--- src/sv/dnsab_pkg.sv ---
`timescale 1ns / 1ps
`default_nettype none

package dnsab_pkg;

  // item kinds on the input channel
  typedef enum logic [1:0] {
    KIND_START = 2'd0,
    KIND_NAME  = 2'd1,
    KIND_END   = 2'd2,
    KIND_CLOSE = 2'd3
  } kind_t;

  // how a byte step is gated by the packet cap
  typedef enum logic [1:0] {
    MODE_SINGLE = 2'd0,
    MODE_HI     = 2'd1,
    MODE_LO     = 2'd2
  } mode_t;

  // where a byte step takes its value from
  typedef enum logic [4:0] {
    SRC_CONST    = 5'd0,
    SRC_TID_HI   = 5'd1,
    SRC_TID_LO   = 5'd2,
    SRC_FLAGS_LO = 5'd3,
    SRC_FOUND    = 5'd4,
    SRC_TYPE_HI  = 5'd5,
    SRC_TYPE_LO  = 5'd6,
    SRC_CLASS_HI = 5'd7,
    SRC_CLASS_LO = 5'd8,
    SRC_TTL3     = 5'd9,
    SRC_TTL2     = 5'd10,
    SRC_TTL1     = 5'd11,
    SRC_TTL0     = 5'd12,
    SRC_ADDR3    = 5'd13,
    SRC_ADDR2    = 5'd14,
    SRC_ADDR1    = 5'd15,
    SRC_ADDR0    = 5'd16,
    SRC_LEN      = 5'd17,
    SRC_STORE    = 5'd18
  } src_t;

  typedef struct packed {
    src_t        src;
    mode_t       mode;
    logic [7:0]  cbyte;
  } entry_t;

  // controller to datapath
  typedef struct packed {
    logic        accept;
    kind_t       kind;
    logic        step;
    mode_t       mode;
    src_t        src;
    logic [7:0]  cbyte;
    logic        clr_label;
    logic        finish;
    logic        fin_close;
  } cmd_t;

  // datapath to controller
  typedef struct packed {
    logic out_free;
    logic held_found;
    logic name_full;
    logic label_empty;
  } sts_t;

  localparam logic [7:0] DOT_CHAR      = 8'h2E;
  localparam logic [7:0] FLAGS_HI      = 8'h81;
  localparam logic [7:0] FLAGS_LO_HIT  = 8'h80;
  localparam logic [7:0] FLAGS_LO_MISS = 8'h83;
  localparam logic [7:0] PTR_HI        = 8'hC0;
  localparam logic [7:0] PTR_LO        = 8'h0C;
  localparam logic [7:0] RDLEN_LO      = 8'h04;
  localparam logic [31:0] TTL_RESET    = 32'd15;

  localparam int HDR_LAST        = 11;
  localparam int CLOSE_LAST_MISS = 4;
  localparam int CLOSE_LAST_HIT  = 20;

  // header: id, flags, qdcount 1, ancount, nscount 0, arcount 0
  function automatic entry_t header_entry(input logic [4:0] idx);
    entry_t e;
    e = '{src: SRC_CONST, mode: MODE_HI, cbyte: 8'h00};
    case (idx)
      5'd0:  e = '{src: SRC_TID_HI,   mode: MODE_HI, cbyte: 8'h00};
      5'd1:  e = '{src: SRC_TID_LO,   mode: MODE_LO, cbyte: 8'h00};
      5'd2:  e = '{src: SRC_CONST,    mode: MODE_HI, cbyte: FLAGS_HI};
      5'd3:  e = '{src: SRC_FLAGS_LO, mode: MODE_LO, cbyte: 8'h00};
      5'd4:  e = '{src: SRC_CONST,    mode: MODE_HI, cbyte: 8'h00};
      5'd5:  e = '{src: SRC_CONST,    mode: MODE_LO, cbyte: 8'h01};
      5'd6:  e = '{src: SRC_CONST,    mode: MODE_HI, cbyte: 8'h00};
      5'd7:  e = '{src: SRC_FOUND,    mode: MODE_LO, cbyte: 8'h00};
      5'd8:  e = '{src: SRC_CONST,    mode: MODE_HI, cbyte: 8'h00};
      5'd9:  e = '{src: SRC_CONST,    mode: MODE_LO, cbyte: 8'h00};
      5'd10: e = '{src: SRC_CONST,    mode: MODE_HI, cbyte: 8'h00};
      5'd11: e = '{src: SRC_CONST,    mode: MODE_LO, cbyte: 8'h00};
      default: e = '{src: SRC_CONST,  mode: MODE_HI, cbyte: 8'h00};
    endcase
    return e;
  endfunction

  // close: terminator, qtype, qclass, then the answer record
  function automatic entry_t close_entry(input logic [4:0] idx);
    entry_t e;
    e = '{src: SRC_CONST, mode: MODE_SINGLE, cbyte: 8'h00};
    case (idx)
      5'd0:  e = '{src: SRC_CONST,    mode: MODE_SINGLE, cbyte: 8'h00};
      5'd1:  e = '{src: SRC_TYPE_HI,  mode: MODE_HI,     cbyte: 8'h00};
      5'd2:  e = '{src: SRC_TYPE_LO,  mode: MODE_LO,     cbyte: 8'h00};
      5'd3:  e = '{src: SRC_CLASS_HI, mode: MODE_HI,     cbyte: 8'h00};
      5'd4:  e = '{src: SRC_CLASS_LO, mode: MODE_LO,     cbyte: 8'h00};
      5'd5:  e = '{src: SRC_CONST,    mode: MODE_HI,     cbyte: PTR_HI};
      5'd6:  e = '{src: SRC_CONST,    mode: MODE_LO,     cbyte: PTR_LO};
      5'd7:  e = '{src: SRC_TYPE_HI,  mode: MODE_HI,     cbyte: 8'h00};
      5'd8:  e = '{src: SRC_TYPE_LO,  mode: MODE_LO,     cbyte: 8'h00};
      5'd9:  e = '{src: SRC_CLASS_HI, mode: MODE_HI,     cbyte: 8'h00};
      5'd10: e = '{src: SRC_CLASS_LO, mode: MODE_LO,     cbyte: 8'h00};
      5'd11: e = '{src: SRC_TTL3,     mode: MODE_HI,     cbyte: 8'h00};
      5'd12: e = '{src: SRC_TTL2,     mode: MODE_LO,     cbyte: 8'h00};
      5'd13: e = '{src: SRC_TTL1,     mode: MODE_HI,     cbyte: 8'h00};
      5'd14: e = '{src: SRC_TTL0,     mode: MODE_LO,     cbyte: 8'h00};
      5'd15: e = '{src: SRC_CONST,    mode: MODE_HI,     cbyte: 8'h00};
      5'd16: e = '{src: SRC_CONST,    mode: MODE_LO,     cbyte: RDLEN_LO};
      5'd17: e = '{src: SRC_ADDR3,    mode: MODE_SINGLE, cbyte: 8'h00};
      5'd18: e = '{src: SRC_ADDR2,    mode: MODE_SINGLE, cbyte: 8'h00};
      5'd19: e = '{src: SRC_ADDR1,    mode: MODE_SINGLE, cbyte: 8'h00};
      5'd20: e = '{src: SRC_ADDR0,    mode: MODE_SINGLE, cbyte: 8'h00};
      default: e = '{src: SRC_CONST,  mode: MODE_SINGLE, cbyte: 8'h00};
    endcase
    return e;
  endfunction

endpackage

`default_nettype wire

--- src/sv/dnsab_ram.sv ---
`timescale 1ns / 1ps
`default_nettype none

module dnsab_ram #(
  parameter int WIDTH = 8,
  parameter int DEPTH = 63,
  localparam int AW = (DEPTH > 1) ? $clog2(DEPTH) : 1
) (
  input  wire logic             clk,
  input  wire logic             we,
  input  wire logic [AW-1:0]    waddr,
  input  wire logic [WIDTH-1:0] wdata,
  input  wire logic [AW-1:0]    raddr,
  output logic      [WIDTH-1:0] rdata
);

  logic [WIDTH-1:0] mem [DEPTH];

  always_ff @(posedge clk) begin
    if (we) begin
      mem[waddr] <= wdata;
    end
    rdata <= mem[raddr];
  end

endmodule

`default_nettype wire

--- src/sv/dnsab_dpath.sv ---
`timescale 1ns / 1ps
`default_nettype none

module dnsab_dpath
  import dnsab_pkg::*;
#(
  parameter int MAX_LABEL    = 63,
  parameter int MAX_NAME     = 255,
  parameter int PACKET_LIMIT = 512,
  localparam int LBL_W  = $clog2(MAX_LABEL + 1),
  localparam int AW     = (MAX_LABEL > 1) ? $clog2(MAX_LABEL) : 1,
  localparam int NAME_W = $clog2(MAX_NAME + 1),
  localparam int WP_W   = $clog2(PACKET_LIMIT + 1)
) (
  input  wire logic              clk,
  input  wire logic              rst_n,
  input  wire cmd_t              cmd,
  input  wire logic [AW-1:0]     rd_addr,
  output sts_t                   sts,
  output logic [LBL_W-1:0]       label_len,
  input  wire logic [7:0]        in_name_byte,
  input  wire logic [15:0]       in_transaction_id,
  input  wire logic [15:0]       in_query_type,
  input  wire logic [15:0]       in_query_class,
  input  wire logic              in_record_found,
  input  wire logic [31:0]       in_record_address,
  output logic                   out_valid,
  input  wire logic              out_ready,
  output logic [7:0]             out_byte,
  output logic                   out_run_last,
  output logic                   out_packet_last,
  input  wire logic              cfg_wr_en,
  input  wire logic [31:0]       cfg_wr_data
);

  logic [WP_W-1:0]   wp_r, wp_nxt;
  logic [LBL_W-1:0]  lbl_len_r, lbl_len_nxt;
  logic [NAME_W-1:0] name_len_r, name_len_nxt;
  logic [15:0]       type_r, type_nxt;
  logic [15:0]       class_r, class_nxt;
  logic              found_r, found_nxt;
  logic [31:0]       addr_r, addr_nxt;
  logic [31:0]       ttl_r, ttl_nxt;
  logic [15:0]       tid_r, tid_nxt;
  logic              hi_ok_r, hi_ok_nxt;
  logic              pend_valid_r, pend_valid_nxt;
  logic [7:0]        pend_byte_r, pend_byte_nxt;
  logic              out_valid_r, out_valid_nxt;
  logic [7:0]        out_byte_r, out_byte_nxt;
  logic              run_last_r, run_last_nxt;
  logic              pkt_last_r, pkt_last_nxt;

  logic              ram_we;
  logic [7:0]        ram_rdata;
  logic              fits_single;
  logic              fits_pair;
  logic              emit;
  logic [7:0]        step_byte;
  logic              name_full;
  logic              lbl_room;

  dnsab_ram #(
    .WIDTH (8),
    .DEPTH (MAX_LABEL)
  ) u_label_ram (
    .clk   (clk),
    .we    (ram_we),
    .waddr (lbl_len_r[AW-1:0]),
    .wdata (in_name_byte),
    .raddr (rd_addr),
    .rdata (ram_rdata)
  );

  assign name_full   = (name_len_r == NAME_W'(MAX_NAME));
  assign lbl_room    = (lbl_len_r < LBL_W'(MAX_LABEL));
  assign fits_single = (wp_r < WP_W'(PACKET_LIMIT));
  assign fits_pair   = (({1'b0, wp_r} + (WP_W + 1)'(2)) <= (WP_W + 1)'(PACKET_LIMIT));

  assign sts.out_free    = !out_valid_r || out_ready;
  assign sts.held_found  = found_r;
  assign sts.name_full   = name_full;
  assign sts.label_empty = (lbl_len_r == '0);
  assign label_len       = lbl_len_r;

  always_comb begin
    case (cmd.mode)
      MODE_SINGLE: emit = fits_single;
      MODE_HI:     emit = fits_pair;
      MODE_LO:     emit = hi_ok_r;
      default:     emit = 1'b0;
    endcase
  end

  always_comb begin
    case (cmd.src)
      SRC_CONST:    step_byte = cmd.cbyte;
      SRC_TID_HI:   step_byte = tid_r[15:8];
      SRC_TID_LO:   step_byte = tid_r[7:0];
      SRC_FLAGS_LO: step_byte = found_r ? FLAGS_LO_HIT : FLAGS_LO_MISS;
      SRC_FOUND:    step_byte = {7'd0, found_r};
      SRC_TYPE_HI:  step_byte = type_r[15:8];
      SRC_TYPE_LO:  step_byte = type_r[7:0];
      SRC_CLASS_HI: step_byte = class_r[15:8];
      SRC_CLASS_LO: step_byte = class_r[7:0];
      SRC_TTL3:     step_byte = ttl_r[31:24];
      SRC_TTL2:     step_byte = ttl_r[23:16];
      SRC_TTL1:     step_byte = ttl_r[15:8];
      SRC_TTL0:     step_byte = ttl_r[7:0];
      SRC_ADDR3:    step_byte = addr_r[31:24];
      SRC_ADDR2:    step_byte = addr_r[23:16];
      SRC_ADDR1:    step_byte = addr_r[15:8];
      SRC_ADDR0:    step_byte = addr_r[7:0];
      SRC_LEN:      step_byte = 8'(lbl_len_r);
      SRC_STORE:    step_byte = ram_rdata;
      default:      step_byte = 8'h00;
    endcase
  end

  always_comb begin
    wp_nxt         = wp_r;
    lbl_len_nxt    = lbl_len_r;
    name_len_nxt   = name_len_r;
    type_nxt       = type_r;
    class_nxt      = class_r;
    found_nxt      = found_r;
    addr_nxt       = addr_r;
    ttl_nxt        = ttl_r;
    tid_nxt        = tid_r;
    hi_ok_nxt      = hi_ok_r;
    pend_valid_nxt = pend_valid_r;
    pend_byte_nxt  = pend_byte_r;
    out_valid_nxt  = out_valid_r;
    out_byte_nxt   = out_byte_r;
    run_last_nxt   = run_last_r;
    pkt_last_nxt   = pkt_last_r;
    ram_we         = 1'b0;

    if (cfg_wr_en) begin
      ttl_nxt = cfg_wr_data;
    end

    if (cmd.accept) begin
      case (cmd.kind)
        KIND_START: begin
          wp_nxt       = '0;
          lbl_len_nxt  = '0;
          name_len_nxt = '0;
          type_nxt     = in_query_type;
          class_nxt    = in_query_class;
          found_nxt    = in_record_found;
          addr_nxt     = in_record_address;
          tid_nxt      = in_transaction_id;
        end
        KIND_NAME: begin
          if (!name_full) begin
            name_len_nxt = name_len_r + 1'b1;
            if (in_name_byte != DOT_CHAR && lbl_room) begin
              ram_we      = 1'b1;
              lbl_len_nxt = lbl_len_r + 1'b1;
            end
          end
        end
        KIND_CLOSE: lbl_len_nxt = '0;
        default: ;
      endcase
    end

    if (out_valid_r && out_ready) begin
      out_valid_nxt = 1'b0;
    end

    if (cmd.step) begin
      if (cmd.mode == MODE_HI) begin
        hi_ok_nxt = emit;
      end
      if (emit) begin
        wp_nxt = wp_r + 1'b1;
        if (pend_valid_r) begin
          out_valid_nxt = 1'b1;
          out_byte_nxt  = pend_byte_r;
          run_last_nxt  = 1'b0;
          pkt_last_nxt  = 1'b0;
        end
        pend_valid_nxt = 1'b1;
        pend_byte_nxt  = step_byte;
      end
    end

    if (cmd.clr_label) begin
      lbl_len_nxt = '0;
    end

    // held byte goes out tagged as the item's last
    if (cmd.finish && pend_valid_r) begin
      out_valid_nxt  = 1'b1;
      out_byte_nxt   = pend_byte_r;
      run_last_nxt   = 1'b1;
      pkt_last_nxt   = cmd.fin_close;
      pend_valid_nxt = 1'b0;
    end
  end

  always_ff @(posedge clk) begin
    if (!rst_n) begin
      wp_r         <= '0;
      lbl_len_r    <= '0;
      name_len_r   <= '0;
      type_r       <= '0;
      class_r      <= '0;
      found_r      <= 1'b0;
      addr_r       <= '0;
      ttl_r        <= TTL_RESET;
      hi_ok_r      <= 1'b0;
      pend_valid_r <= 1'b0;
      out_valid_r  <= 1'b0;
    end else begin
      wp_r         <= wp_nxt;
      lbl_len_r    <= lbl_len_nxt;
      name_len_r   <= name_len_nxt;
      type_r       <= type_nxt;
      class_r      <= class_nxt;
      found_r      <= found_nxt;
      addr_r       <= addr_nxt;
      ttl_r        <= ttl_nxt;
      hi_ok_r      <= hi_ok_nxt;
      pend_valid_r <= pend_valid_nxt;
      out_valid_r  <= out_valid_nxt;
    end
    tid_r       <= tid_nxt;
    pend_byte_r <= pend_byte_nxt;
    out_byte_r  <= out_byte_nxt;
    run_last_r  <= run_last_nxt;
    pkt_last_r  <= pkt_last_nxt;
  end

  assign out_valid       = out_valid_r;
  assign out_byte        = out_byte_r;
  assign out_run_last    = run_last_r;
  assign out_packet_last = pkt_last_r;

endmodule

`default_nettype wire

--- src/sv/dnsab_ctrl.sv ---
`timescale 1ns / 1ps
`default_nettype none

module dnsab_ctrl
  import dnsab_pkg::*;
#(
  parameter int MAX_LABEL = 63,
  localparam int LBL_W  = $clog2(MAX_LABEL + 1),
  localparam int AW     = (MAX_LABEL > 1) ? $clog2(MAX_LABEL) : 1,
  localparam int STEP_W = (LBL_W > 5) ? LBL_W : 5
) (
  input  wire logic             clk,
  input  wire logic             rst_n,
  input  wire logic             in_valid,
  output logic                  in_ready,
  input  wire logic [1:0]       in_kind,
  input  wire logic [7:0]       in_name_byte,
  input  wire sts_t             sts,
  input  wire logic [LBL_W-1:0] label_len,
  output cmd_t                  cmd,
  output logic [AW-1:0]         rd_addr
);

  typedef enum logic [4:0] {
    ST_IDLE   = 5'b00001,
    ST_HEADER = 5'b00010,
    ST_FLUSH  = 5'b00100,
    ST_CLOSE  = 5'b01000,
    ST_FINISH = 5'b10000
  } state_t;

  state_t             state_r, state_nxt;
  logic [STEP_W-1:0]  step_r, step_nxt;
  logic [STEP_W-1:0]  step_m1;
  logic               fin_close_r, fin_close_nxt;
  kind_t              kind;
  entry_t             ent;
  logic               accept;
  logic               last;

  assign kind     = kind_t'(in_kind);
  assign in_ready = (state_r == ST_IDLE);
  assign accept   = in_valid && in_ready;
  assign step_m1  = step_r - 1'b1;

  // store data is registered behind the address, so hold the previous index on a stall
  assign rd_addr = cmd.step ? step_r[AW-1:0] : step_m1[AW-1:0];

  always_comb begin
    state_nxt     = state_r;
    step_nxt      = step_r;
    fin_close_nxt = fin_close_r;
    cmd           = '0;
    ent           = '{src: SRC_CONST, mode: MODE_SINGLE, cbyte: 8'h00};
    last          = 1'b0;

    case (state_r)
      ST_IDLE: begin
        if (accept) begin
          cmd.accept    = 1'b1;
          cmd.kind      = kind;
          step_nxt      = '0;
          fin_close_nxt = (kind == KIND_CLOSE);
          case (kind)
            KIND_START: state_nxt = ST_HEADER;
            KIND_NAME: begin
              if (!sts.name_full && in_name_byte == DOT_CHAR && !sts.label_empty) begin
                state_nxt = ST_FLUSH;
              end
            end
            KIND_END: begin
              if (!sts.label_empty) begin
                state_nxt = ST_FLUSH;
              end
            end
            KIND_CLOSE: state_nxt = ST_CLOSE;
            default: ;
          endcase
        end
      end
      ST_HEADER: begin
        ent       = header_entry(step_r[4:0]);
        cmd.src   = ent.src;
        cmd.mode  = ent.mode;
        cmd.cbyte = ent.cbyte;
        last      = (step_r == STEP_W'(HDR_LAST));
      end
      ST_FLUSH: begin
        cmd.src  = (step_r == '0) ? SRC_LEN : SRC_STORE;
        cmd.mode = MODE_SINGLE;
        last     = (step_r == STEP_W'(label_len));
      end
      ST_CLOSE: begin
        ent       = close_entry(step_r[4:0]);
        cmd.src   = ent.src;
        cmd.mode  = ent.mode;
        cmd.cbyte = ent.cbyte;
        last      = sts.held_found ? (step_r == STEP_W'(CLOSE_LAST_HIT))
                                   : (step_r == STEP_W'(CLOSE_LAST_MISS));
      end
      ST_FINISH: begin
        if (sts.out_free) begin
          cmd.finish    = 1'b1;
          cmd.fin_close = fin_close_r;
          state_nxt     = ST_IDLE;
        end
      end
      default: state_nxt = ST_IDLE;
    endcase

    if ((state_r == ST_HEADER || state_r == ST_FLUSH || state_r == ST_CLOSE)
        && sts.out_free) begin
      cmd.step = 1'b1;
      if (last) begin
        cmd.clr_label = (state_r == ST_FLUSH);
        state_nxt     = ST_FINISH;
        step_nxt      = '0;
      end else begin
        step_nxt = step_r + 1'b1;
      end
    end
  end

  always_ff @(posedge clk) begin
    if (!rst_n) begin
      state_r     <= ST_IDLE;
      step_r      <= '0;
      fin_close_r <= 1'b0;
    end else begin
      state_r     <= state_nxt;
      step_r      <= step_nxt;
      fin_close_r <= fin_close_nxt;
    end
  end

endmodule

`default_nettype wire

--- src/sv/dns_a_response_builder.sv ---
`timescale 1ns / 1ps
`default_nettype none

// dns a-record response builder. a start beat (kind 0) emits the 12-byte header, name-byte
// beats (kind 1) collect the dotted query name into a label store, a dot that closes a
// non-empty label below the name cap sends it out as a length byte plus its bytes, an
// end-of-name beat (kind 2) sends the last label, and a close beat (kind 3) emits the root
// terminator, qtype, qclass and, when the record was found, the answer record (pointer to
// offset 12, type, class, ttl from cfg_wr_data, rdlength 4, address). every output beat
// carries one packet byte; run_last marks the last byte caused by an input beat and
// packet_last the last byte of a close. output stops at PACKET_LIMIT bytes, with 16-bit
// fields written whole or not at all. a beat that starts no byte sequence is only accepted;
// that is a name byte other than a dot ending a non-empty label below the name cap, or an
// end of name with no label pending. any other beat is accepted, runs one byte step per
// cycle while out_ready does not stall it (12 for the header, 1 plus the label length for
// a label, 5 or 21 for a close) whether or not the packet cap drops the byte, then releases
// the held last byte via the single byte-step sequencer. a result in the output register
// does not block the next input beat; back-pressure on out_ready stalls the sequencer.
// the ttl register resets to 15 and may only be written while the block is idle.

module dns_a_response_builder
  import dnsab_pkg::*;
#(
  parameter int MAX_LABEL    = 63,
  parameter int MAX_NAME     = 255,
  parameter int PACKET_LIMIT = 512
) (
  input  wire logic        clk,
  input  wire logic        rst_n,
  // input channel
  input  wire logic        in_valid,
  output logic             in_ready,
  input  wire logic [1:0]  in_kind,
  input  wire logic [7:0]  in_name_byte,
  input  wire logic [15:0] in_transaction_id,
  input  wire logic [15:0] in_query_type,
  input  wire logic [15:0] in_query_class,
  input  wire logic        in_record_found,
  input  wire logic [31:0] in_record_address,
  // result channel
  output logic             out_valid,
  input  wire logic        out_ready,
  output logic [7:0]       out_byte,
  output logic             out_run_last,
  output logic             out_packet_last,
  // ttl register
  input  wire logic        cfg_wr_en,
  input  wire logic [31:0] cfg_wr_data
);

  localparam int LBL_W = $clog2(MAX_LABEL + 1);
  localparam int AW    = (MAX_LABEL > 1) ? $clog2(MAX_LABEL) : 1;

  cmd_t             cmd;
  sts_t             sts;
  logic [LBL_W-1:0] label_len;
  logic [AW-1:0]    rd_addr;

  // sequencer: walks header, label and close byte lists
  dnsab_ctrl #(
    .MAX_LABEL (MAX_LABEL)
  ) u_ctrl (
    .clk          (clk),
    .rst_n        (rst_n),
    .in_valid     (in_valid),
    .in_ready     (in_ready),
    .in_kind      (in_kind),
    .in_name_byte (in_name_byte),
    .sts          (sts),
    .label_len    (label_len),
    .cmd          (cmd),
    .rd_addr      (rd_addr)
  );

  // held fields, label store, packet cap and the output register
  dnsab_dpath #(
    .MAX_LABEL    (MAX_LABEL),
    .MAX_NAME     (MAX_NAME),
    .PACKET_LIMIT (PACKET_LIMIT)
  ) u_dpath (
    .clk               (clk),
    .rst_n             (rst_n),
    .cmd               (cmd),
    .rd_addr           (rd_addr),
    .sts               (sts),
    .label_len         (label_len),
    .in_name_byte      (in_name_byte),
    .in_transaction_id (in_transaction_id),
    .in_query_type     (in_query_type),
    .in_query_class    (in_query_class),
    .in_record_found   (in_record_found),
    .in_record_address (in_record_address),
    .out_valid         (out_valid),
    .out_ready         (out_ready),
    .out_byte          (out_byte),
    .out_run_last      (out_run_last),
    .out_packet_last   (out_packet_last),
    .cfg_wr_en         (cfg_wr_en),
    .cfg_wr_data       (cfg_wr_data)
  );

endmodule

`default_nettype wire
--- config.mk ---
export PLATFORM = sky130hd
export DESIGN_NAME = dns_a_response_builder
export DESIGN_NICKNAME = d
export VERILOG_FILES = /design/src/sv/dnsab_pkg.sv /design/src/sv/dnsab_ram.sv /design/src/sv/dnsab_dpath.sv /design/src/sv/dnsab_ctrl.sv /design/src/sv/dns_a_response_builder.sv
export SDC_FILE = /design/constraint.sdc
export NUM_CORES = 1
export LEC_CHECK = 0
export BUFFER_PORTS_ARGS = -buffer_cell sky130_fd_sc_hd__buf_4
export CORE_MARGIN = 4
export CORE_UTILIZATION = 29
export DETAILED_ROUTE_END_ITERATION = 6
export SYNTH_ARGS = -nofsm -noshare
export SYNTH_HDL_FRONTEND = slang
export SYNTH_SLANG_ARGS = --single-unit
--- constraint.sdc ---
create_clock -name clk -period 12.3 [get_ports clk]
set_input_delay 0.615 -clock clk [delete_from_list [all_inputs] [get_ports clk]]
set_output_delay 0.615 -clock clk [all_outputs]
set_load 0.02 [all_outputs]
## Yosys cells after proc, flatten, opt, wreduce, memory -nomap -nowiden

Memories as Yosys holds them, arrays and structs flattened. A register that Yosys moved wholly into a read port is not among the register bits.
Index checks and enable logic that the tools add are counted.

- Bits in read-only memories: 464
- Register bits after elaboration: 170
- Output and inout bits: 12
- Logic and storage cells: 171
- Bits in writable memories: 504
- Memories: 3
- Input bits: 128

Memory list:

| name | depth | width | read ports | clocked after Yosys merged registers in | write ports | line | RTL |
|---|---|---|---|---|---|---|---|
| u_dpath.u_label_ram.mem | 63 | 8 | 1 | 1 | 1 | dnsab_ram.sv:17 | `logic [WIDTH-1:0] mem [DEPTH];` |
| (name not given) | 32 | 11 | 1 | 1 | 0 | dnsab_pkg.sv:110 | `case (idx)` |
| (name not given) | 16 | 7 | 1 | 1 | 0 | dnsab_pkg.sv:88 | `case (idx)` |

- $lt $le $gt $ge: 3
- Reductions and logical operators: 39
- Bitwise logic cells: 1
- Equal/unequal tests: 39
- Add/sub/neg operators: 6
- Mux-type cells: 61

Operators by type and width:

| cell | number |
|---|---|
| 8-bit one-hot mux with 19 select lines | 1 |
| 5-bit by 4-bit == test with 1-bit output, second input constant | 9 |
| 6-bit 2-to-1 mux | 7 |
| 10-bit 2-to-1 mux | 4 |
| 5-bit 2-to-1 mux | 8 |
| 8-bit 2-to-1 mux | 5 |
| 8-bit one-hot mux with 2 select lines | 2 |
| 5-bit by 3-bit == test with 1-bit output, second input constant | 5 |
| 7-bit one-hot mux with 3 select lines | 1 |
| 5-bit == test, second input constant | 4 |
| 5-bit one-hot mux with 4 select lines | 1 |
| 1-bit 2-to-1 mux | 19 |
| 5-bit by 2-bit == test with 1-bit output, second input constant | 3 |
| 15-bit 2-to-1 mux | 1 |
| 5-bit one-hot mux with 3 select lines | 1 |
| 2-bit nonzero test | 7 |
| 6-bit by 1-bit adder with 6-bit output, second input constant | 2 |
| 6-bit logical NOT | 2 |
| 6-bit one-hot mux with 2 select lines | 1 |
| 10-bit by 2-bit adder with 11-bit output, second input constant | 1 |
| 11-bit by 10-bit <= comparator with 1-bit output, second input constant | 1 |
| 10-bit by 1-bit adder with 10-bit output, second input constant | 1 |
| 5-bit by 1-bit == test with 1-bit output, second input constant | 2 |
| 10-bit < comparator, second input constant | 1 |
| 29 further kinds | 60 |

## Logic depth before layout (Yosys ltp)

Gate-level depths: netlist (run 1).

- Word-level depth: 10
- Mapped depth: 14
- Mapped depth without buffers: 11

## Modules after synthesis

A second synthesis (run 1) with hierarchy kept.

- Cell total of the unflattened synthesis: 1961
- Area, all modules: 28683.8 um^2

Modules (own cells, without submodules):

| module | area an instance (um^2) | sequential area each (um^2) | cells each | instances |
|---|---|---|---|---|
| dnsab_ram | 19806.5 | 15294.7 | 949 | 1 |
| dnsab_dpath | 6937.9 | 3493.4 | 759 | 1 |
| dnsab_ctrl | 1939.4 | 580.6 | 253 | 1 |

## Least setup slack after synthesis (run 1)

OpenSTA, ideal clock, no wires.

- Path type: register -> register
- Start: reg u_ctrl.step_r[0]
- End: reg u_dpath.pend_byte_r[4] (data pin)
- Buffers on the path: 3
- Data required time: 12.035 ns
- Slack: 8.409 ns
- Arrival: 3.626 ns
- Setup time: 0.265 ns
- Period minus slack after synthesis: 3.891 ns
- Stages on the path, launching flop included: 14
- Path through: dfxtp_1 > inv_2 > buf_1 > clkbuf_1 > ha_1 > buf_4 > or4b_1 > or2_1 > a221o_1 > nand2b_1 > nor2_1 > a221oi_1 > nand3_1 > or3_1

- Cells in the longest elaborated chain, start to end: 5
- Elaborated cells between the ends (all ways): 23
- Classes of those cells: eq/ne (18); mux (3); reduce/logical (2)

Ends and longest elaborated chain:

| element | line | RTL |
|---|---|---|
| from (decl) | dnsab_ctrl.sv:33 | `logic [STEP_W-1:0] step_r, step_nxt;` |
| from (signal assigned) | dnsab_ctrl.sv:131 | `step_r <= step_nxt;` |
| 6-bit logical NOT (*) | dnsab_ctrl.sv:89 | `cmd.src = (step_r == '0) ? SRC_LEN : SRC_STORE;` |
| 2-bit 2-to-1 mux (*) | dnsab_ctrl.sv:89 |  |
| 7-bit one-hot mux with 3 select lines (*) | dnsab_ctrl.sv:57 | `case (state_r)` |
| 5-bit == test (tied with other cells) | dnsab_dpath.sv:95 | `case (cmd.src)` |
| 8-bit one-hot mux with 19 select lines (*) | dnsab_dpath.sv:95 |  |
| to (signal assigned) | dnsab_dpath.sv:230 | `pend_byte_r <= pend_byte_nxt;` |
| to (decl) | dnsab_dpath.sv:47 | `logic [7:0] pend_byte_r, pend_byte_nxt;` |

Mark *: on every way between the ends. The rest lies on a longest branch, timed or not.
A chain may end at the register's enable or synchronous reset.

## Worst setup path in the final report (run 1)

- Start: reg u_ctrl.step_r[1]
- End: reg u_dpath.u_label_ram.rdata[3], read port of u_dpath.u_label_ram.mem

- Cells in the longest elaborated chain, start to end: 2

Ends and longest elaborated chain:

| element | line | RTL |
|---|---|---|
| 6-bit by 1-bit subtractor with 6-bit output | dnsab_ctrl.sv:44 | `assign step_m1 = step_r - 1'b1;` |
| 6-bit 2-to-1 mux (*) | dnsab_ctrl.sv:47 | `assign rd_addr = cmd.step ? step_r[AW-1:0] : step_m1[AW-1:0];` |
| to (decl) | dnsab_ram.sv:14 | `output logic [WIDTH-1:0] rdata` |

Marked as above.

==> impl_metrics.csv, run 1 <==
group,metric,value,unit
sta,tns,0,ns
clock_tree,cts-resized-gates,0,
floorplan,num_rows,120,
yosys,synthCells,2433,
critical_path,crit_arrival,5.79,ns
sta,rsz0062_at_grt,"no",
critical_path,worstSetupStartpointType,"flip-flop",
sta,finalMaxSlewViolations,0,
drt,drt_wl_total,91430,µm
layout,drive_gt1_share,15.26,%
clock_tree,cts_tree,"built",
critical_path,path_max_fanout,53,
critical_path,slowest_stage,"buf_4",
grt,grt_use_total,15.61,%
placement,dpl-instance-area,0.03380,mm²
power,ir_worst_vdd,97.36,µV
yosys,synth_top_area_share,51.41,%
clock_tree,clk_pin_slew_worst_paths,0.07,ns
sta,finalHoldViolCount,0,
grt,grt_pass1_vias,20270,
layout,final_util,33.76,%
yosys,netlist_area,0.03137,mm²
critical_path,path_cells,"inv_1, ha_4, buf_4, buf_4, mux2i_1, mux4_2, and2_1, a2111oi_0, o32ai_1, nor4_1",
floorplan,fp.dieH,336.9,µm
sta,setup_viol,0,
sta,period_minus_slack,5.249,ns
placement,dpl.hpwl,58810,µm
min_path,holdPathStages,1,
yosys,syn_nets,2569,
drt,drtAntennaViolNets,0,
critical_path,cpMostUsedCell,"buf_4",
clock_tree,clock-sinks,699,
sta,fin_worst_skew,0.02888,ns
critical_path,ff2ff_path_depth,10,
min_path,hold_path_class,"primary input to flip-flop",
critical_path,criticalPathCategory,"flip-flop to flip-flop",
power,p_per_area,144.7,mW/mm²
clock_tree,cts_htree_levels,3,
drt,drt-pass1-iter-count,7,
floorplan,die_w,336.9,µm
critical_path,slowest_delay,0.80,ns
yosys,ys_seq_elements,699,
sta,fin_crit_sh,42.68,%
drt,vias,21126,
clock_tree,clk_latency,0.64,ns
yosys,synth-seq-area-share,61.75,%
critical_path,required,12.84,ns
yosys,synth_warnings,0,
yosys,avgSynthCellArea,12.89,µm²
sta,clock.fmax,0.1905,GHz
critical_path,timing.critical_path.max_delay_family,"buffers and inverters",
yosys,synth_top_area_cell,"edfxtp_1",
floorplan,start_util,29.26,%
yosys,async_reset_ff_share,0,%
sta,whs,0.1730,ns
layout,fillers,10502,
floorplan,io_pins,140,
power,leakage,0.01159,µW
grt,grt_start_max_net_pins,85,
layout,design_area,0.03619,mm²
drt,drt-wirelength-per-cell,22.94,µm
yosys,synthFlopType,"edfxtp_1",
grt,antenna_found_initial,2,
sta,maxSlewHeadroom,11.11,%
floorplan,core,0.1072,mm²
clock_tree,cts_setup_buffers,0,
placement,io_buffers,139,
clock_tree,cts_root_buf,"clkbuf_16",
layout,area.growth.synth_to_final,15.40,%
run_status,violations,"design-rule violations",
placement,place_inst,3855,
job,max-cap-violations,0,
critical_path,end_kind,"flip-flop",
critical_path,path_depth,10,
drt,drcViolationCount,1,
drt,vias_per_cell,5.300,
run_status,outcome,"finished, violations left",
yosys,synth_edf_count,537,
clock_tree,clk_path_buf_depth,3,
layout,layout.cells.non_filler,3986,
grt,grt_overflow,0,
placement,gp_congestion,0.8751,
sta,worst_pin_slew,1.323,ns
floorplan,die_area,0.1135,mm²
clock_tree,postCtsHoldBufs,0,
grt,grt_first_pass_wirelength,133800,µm
drt,drt_iter0_drc,2359,
yosys,synth_area_leaders,"edfxtp_1 (51%), dfxtp_1 (10%), mux2i_1 (9.5%), mux4_2 (3.4%), nand2_1 (3.2%)",
yosys,synth_cell_types,92,
critical_path,crit_buf_inv,3,
clock_tree,numCtsBuffers,71,
layout,layout.nets,2661,
## worst reg2reg max path, delay by kind of cell, from the launching register on
kind | cells | cell delay (ns)
AOI/OAI and AO/OA | 2 | 0.97
adders and majority gates | 1 | 0.57
buffers and inverters | 3 | 1.89
DFF | 1 | 0.63
muxes | 2 | 0.68
and+or+nand+nor | 2 | 0.45
## placed cells by master, fill, tap and decap left out, types with 38 or more instances in the layout
master,Yosys,routed
edfxtp_1,537,537
mux2i_1,297,297
nand2_1,268,267
buf_4,12,181
dfxtp_1,162,161
nor2_1,156,156
a21oi_1,109,109
a211oi_1,77,77
clkbuf_16,0,75
nand3_1,62,62
and3_1,58,58
mux4_2,48,48
a22oi_1,38,38
## cells in the mapped netlist, types with 9 or more instances
master / count
nor2b_1: 19
clkbuf_1: 78
xor2_1: 16
or3_1: 9
nor3_1: 35
inv_1: 15
buf_4: 12
a31oi_1: 16
a21oi_1: 109
mux4_2: 48
or2_2: 9
and3_1: 58
xnor2_1: 12
nand3_1: 62
a22o_1: 12
o21ai_0: 36
nand2_1: 268
mux2i_1: 297
buf_1: 21
a22oi_1: 38
a211oi_1: 77
dfxtp_1: 162
o211ai_1: 12
edfxtp_1: 537
and2_1: 16
nand4_1: 18
nor2_1: 156
nor4_1: 9
a221oi_1: 16
mux2_2: 14
a2111oi_0: 15
buf_2: 47
## path summary, 6_finish.rpt
kind	from	end	slack, ns
worst max-delay path	u_ctrl.step_r[1]$_SDFFE_PN0N_	u_dpath.u_label_ram.rdata[3]$_DFF_P_	7.05
worst min-delay path	in_transaction_id[13]	u_dpath.tid_r[13]$_DFFE_PP_	0.17
worst max register to register	u_ctrl.step_r[1]$_SDFFE_PN0N_	u_dpath.u_label_ram.rdata[3]$_DFF_P_	7.05
worst min register to register	u_dpath.pend_byte_r[2]$_SDFFCE_PN0P_	u_dpath.out_byte[2]$_DFFE_PP_	0.42
## routing by layer
metal | vias to the layer above | global-route usage (%) | wire length [µm]
met5 | - | 0 | 12
li1 | 9544 | - | -
met2 | 924 | 24.75 | 42030
met4 | 2 | 4.789 | 2504
met1 | 10513 | 21.29 | 39580
met3 | 143 | 3.581 | 7298
## final cells by class
cell class              count  area, µm²  share of cell area (%)
multi-input cells        1556      11250                   31.08
clock inverters            36      397.9                   1.099
diodes                      1      2.502                0.006914
well taps                1403       1755                   4.850
inverters                  16      61.31                  0.1694
flip-flops and latches    699      19370                   53.52
clock buffers              94       1998                   5.521
repair buffers            181       1359                   3.754
## cell families (layout without fill, tap and decap cells)
logic type	count (synthesis)	in the layout	share of synthesized area [%]
AOI/OAI and AO/OA	446	446	10.32
xor gates and xnor gates	29	29	0.8337
adders and majority gates	8	8	0.3191
buffers and inverters	178	327	2.557
DFF	699	699	61.75
muxes	361	361	13.52
other	0	1	0
and+or+nand+nor	712	712	10.70
## stage by stage
step	total power, µW	setup slack (ns)
2_1_floorplan	2875	8.409
3_3_place_gp	3054	7.048
3_5_place_dp	3055	6.899
4_1_cts	5280	7.034
5_1_grt	5407	6.806
6_report	5238	7.051
## report_power, final
part / switching, µW / total, µW / internal (µW)
clock network: 947 / 2230 / 1290
registers: 40.9 / 2620 / 2580
logic: 249 / 381 / 132
total: 1240 / 5240 / 4000
## state kept, by name, summed over array words and instances, names as in the netlist, named ones only
name and flops:
u_ctrl.fin_close_r 1, u_ctrl.state_r 5, u_ctrl.step_r 6, u_dpath.addr_r 32, u_dpath.class_r 16, u_dpath.found_r 1
u_dpath.hi_ok_r 1, u_dpath.label_len 6, u_dpath.name_len_r 8, u_dpath.out_byte 8, u_dpath.out_packet_last 1, u_dpath.out_run_last 1
u_dpath.out_valid 1, u_dpath.pend_byte_r 8, u_dpath.pend_valid_r 1, u_dpath.tid_r 16, u_dpath.ttl_r 32, u_dpath.type_r 16
u_dpath.u_label_ram.mem 504, u_dpath.u_label_ram.rdata 8, u_dpath.wp_r 10
Power figures use the tool's default switching activity.
==> run 2, diff against run 1 <==
==> constraint.sdc (replaced) <==
create_clock -name clk -period 4.8 [get_ports clk]
set_input_delay 0.24 -clock clk [delete_from_list [all_inputs] [get_ports clk]]
set_output_delay 0.24 -clock clk [all_outputs]
set_load 0.02 [all_outputs]
==> run 2 against run 1 <==
  * The run still ends with design-rule violations left
  * Non-clock buffer count grew 160
  * Clock power grew to 2.5 times the previous value
  * Via count grew 3.1%
  * Total power grew to 2.6 times the previous value
  * Register-to-register slack lost 6.8 ns
  * Core utilization grew 1.4 points
  * Combinational power grew to 2.9 times the previous value
  * Wire length grew 3.4%
  * Clock-buffer cell count grew 2
  * Hold slack lost 0.055 ns
  * Largest cell class unchanged
  * Largest power group unchanged
  * Highest routed layer is now met4
==> impl_metrics.csv, run 2 (same netlist as run 1, synthesis figures left out) <==
group,metric,value,unit
clock_tree,cts_root_buf,"clkbuf_16",
clock_tree,clock-sinks,699,
clock_tree,cts-resized-gates,0,
min_path,hold_path_class,"primary input to flip-flop",
sta,maxSlewHeadroom,24.05,%
clock_tree,clk_path_buf_depth,3,
drt,drcViolationCount,12,
clock_tree,cts_tree,"built",
placement,dpl-instance-area,0.03413,mm²
sta,finalMaxSlewViolations,0,
critical_path,required,5.04,ns
sta,clock.fmax,0.2192,GHz
clock_tree,clk_latency,0.62,ns
floorplan,num_rows,120,
placement,io_buffers,139,
floorplan,start_util,29.26,%
floorplan,io_pins,140,
placement,dpl.hpwl,61030,µm
power,comb_power_share,8.0,%
sta,fin_crit_sh,95.05,%
sta,worst_pin_slew,1.117,ns
critical_path,path_max_fanout,15,
floorplan,die_area,0.1135,mm²
grt,grt_use_total,16.11,%
sta,setup_viol,0,
min_path,holdPathStages,1,
job,max-cap-violations,0,
grt,antenna_found_initial,3,
floorplan,fp.dieH,336.9,µm
clock_tree,cts_setup_buffers,0,
layout,multi_input_area,0.01125,mm²
critical_path,end_kind,"flip-flop",
drt,drt-wirelength-per-cell,22.79,µm
drt,drt_iter0_drc,2260,
grt,grt_start_max_net_pins,108,
grt,busiest_layer,"met2",
run_status,violations,"design-rule violations",
clock_tree,postCtsHoldBufs,121,
sta,fin_worst_skew,0.02319,ns
sta,finalHoldViolCount,0,
grt,grt_overflow,0,
drt,drt-pass1-iter-count,7,
clock_tree,clk_pin_slew_worst_paths,0.06,ns
critical_path,criticalPathCategory,"flip-flop to flip-flop",
layout,final_common_cell,"edfxtp_1",
power,p_per_area,357.9,mW/mm²
layout,layout.nets,2822,
drt,vias,21772,
placement,gp_congestion,0.8935,
placement,place_inst,3894,
power,swShare,23.46,%
grt,met3_usage,3.541,%
layout,final_cell_mix,"edfxtp_1 (537), mux2i_1 (297), nand2_1 (267)",
clock_tree,cts_htree_levels,3,
placement,dp_slack,0.4162,ns
floorplan,core,0.1072,mm²
sta,fin_ws,0.2378,ns
power,internal-power,10330,µW
grt,grtUsageMet1,21.47,%
power,clkPwrFrac,42.1,%
layout,layout.cells.non_filler,4147,
layout,drive_gt1_share,15.68,%
critical_path,crit_arrival,4.81,ns
layout,largest_register_ffs,504,
sta,period_minus_slack,4.562,ns
critical_path,worstSetupStartpointType,"flip-flop",
critical_path,ff2ff_path_depth,9,
power,ir_worst_vdd,274.6,µV
drt,vias_per_cell,5.250,
drt,drtAntennaViolNets,0,
run_status,outcome,"finished, violations left",
sta,rsz0062_at_grt,"no",
layout,fillers,10387,
sta,whs,0.1178,ns
power,power_switching,3166,µW
layout,top_register,"u_dpath.u_label_ram.mem",
power,seq_power_share,49.9,%
power,leakage,0.01228,µW
drt,drt_wl_total,94500,µm
clock_tree,numCtsBuffers,72,
grt,grt_pass1_vias,21321,
sta,tns,0,ns
grt,grt_util_met2,25.80,%
layout,design_area,0.03770,mm²
layout,regArea,0.01937,mm²
floorplan,die_w,336.9,µm
layout,area.growth.synth_to_final,20.21,%
grt,grt_first_pass_wirelength,137600,µm
layout,reg_top3,"u_dpath.u_label_ram.mem x504, u_dpath.addr_r x32, u_dpath.ttl_r x32",
## run 2: cell count changes in the layout (fill, tap and decap cells not counted), sizes merged
| cell | delta |
|---|---|
| buf | +39 |
| bufinv | +1 |
| clkbuf | +2 |
| clkinv | +1 |
| dlygate4sd3 | +121 |
| inv | -3 |
## run 2: power by group through the flow
stage	Sequential (µW)	Combinational [µW]	Clock [µW]
floorplan	6790	577	0
global placement	6850	995	0
detailed placement	6850	1000	0
CTS	6720	1080	5790
global route	6730	1170	6040
finish	6730	1090	5680
## run 2: layer usage
layer	part of all wire [%]	wire length [µm]
met5	0	0
met4	3.6	3389
met3	7.7	7260
met2	46	43560
met1	43	40280
## run 2: worst paths after layout
| path | start | to | slack, ns |
|---|---|---|---|
| worst max-delay path | u_ctrl.state_r[2]$_SDFF_PN0_ | u_dpath.u_label_ram.mem[50][2]$_DFFE_PP_ | 0.24 |
| worst min-delay path | in_name_byte[5] | u_dpath.u_label_ram.mem[50][5]$_DFFE_PP_ | 0.12 |
| worst max register to register | u_ctrl.state_r[2]$_SDFF_PN0_ | u_dpath.u_label_ram.mem[50][2]$_DFFE_PP_ | 0.24 |
| worst min register to register | u_dpath.pend_byte_r[3]$_SDFFCE_PN0P_ | u_dpath.out_byte[3]$_DFFE_PP_ | 0.43 |
## run 2: through the flow
step                power [µW]  util [%]
floorplan                 7368         -
global placement          7849     31.83
detailed placement        7854     31.83
CTS                      13600     35.17
global route             13930     35.17
finish                   13490     35.17
## run 2: cell type report
type                            count  area share (%)
Sequential cell                   699           51.38
Multi-Input combinational cell   1556           29.83
Timing Repair Buffer              341           7.692
Clock buffer                       96           5.240
Tap cell                         1403           4.656
Clock inverter                     35           1.032
Inverter                           16          0.1626
Antenna cell                        1        0.006637
## run 2: critical path, stage by stage (launching register included)
cell,delay [ns]
dfxtp_1,0.43
or4b_1,0.62
nor3b_1,0.30
nand2_1,0.13
inv_1,0.10
ha_1,0.18
o211ai_1,0.14
nor4_1,0.81
nand2_1,0.70
nor2_1,0.78
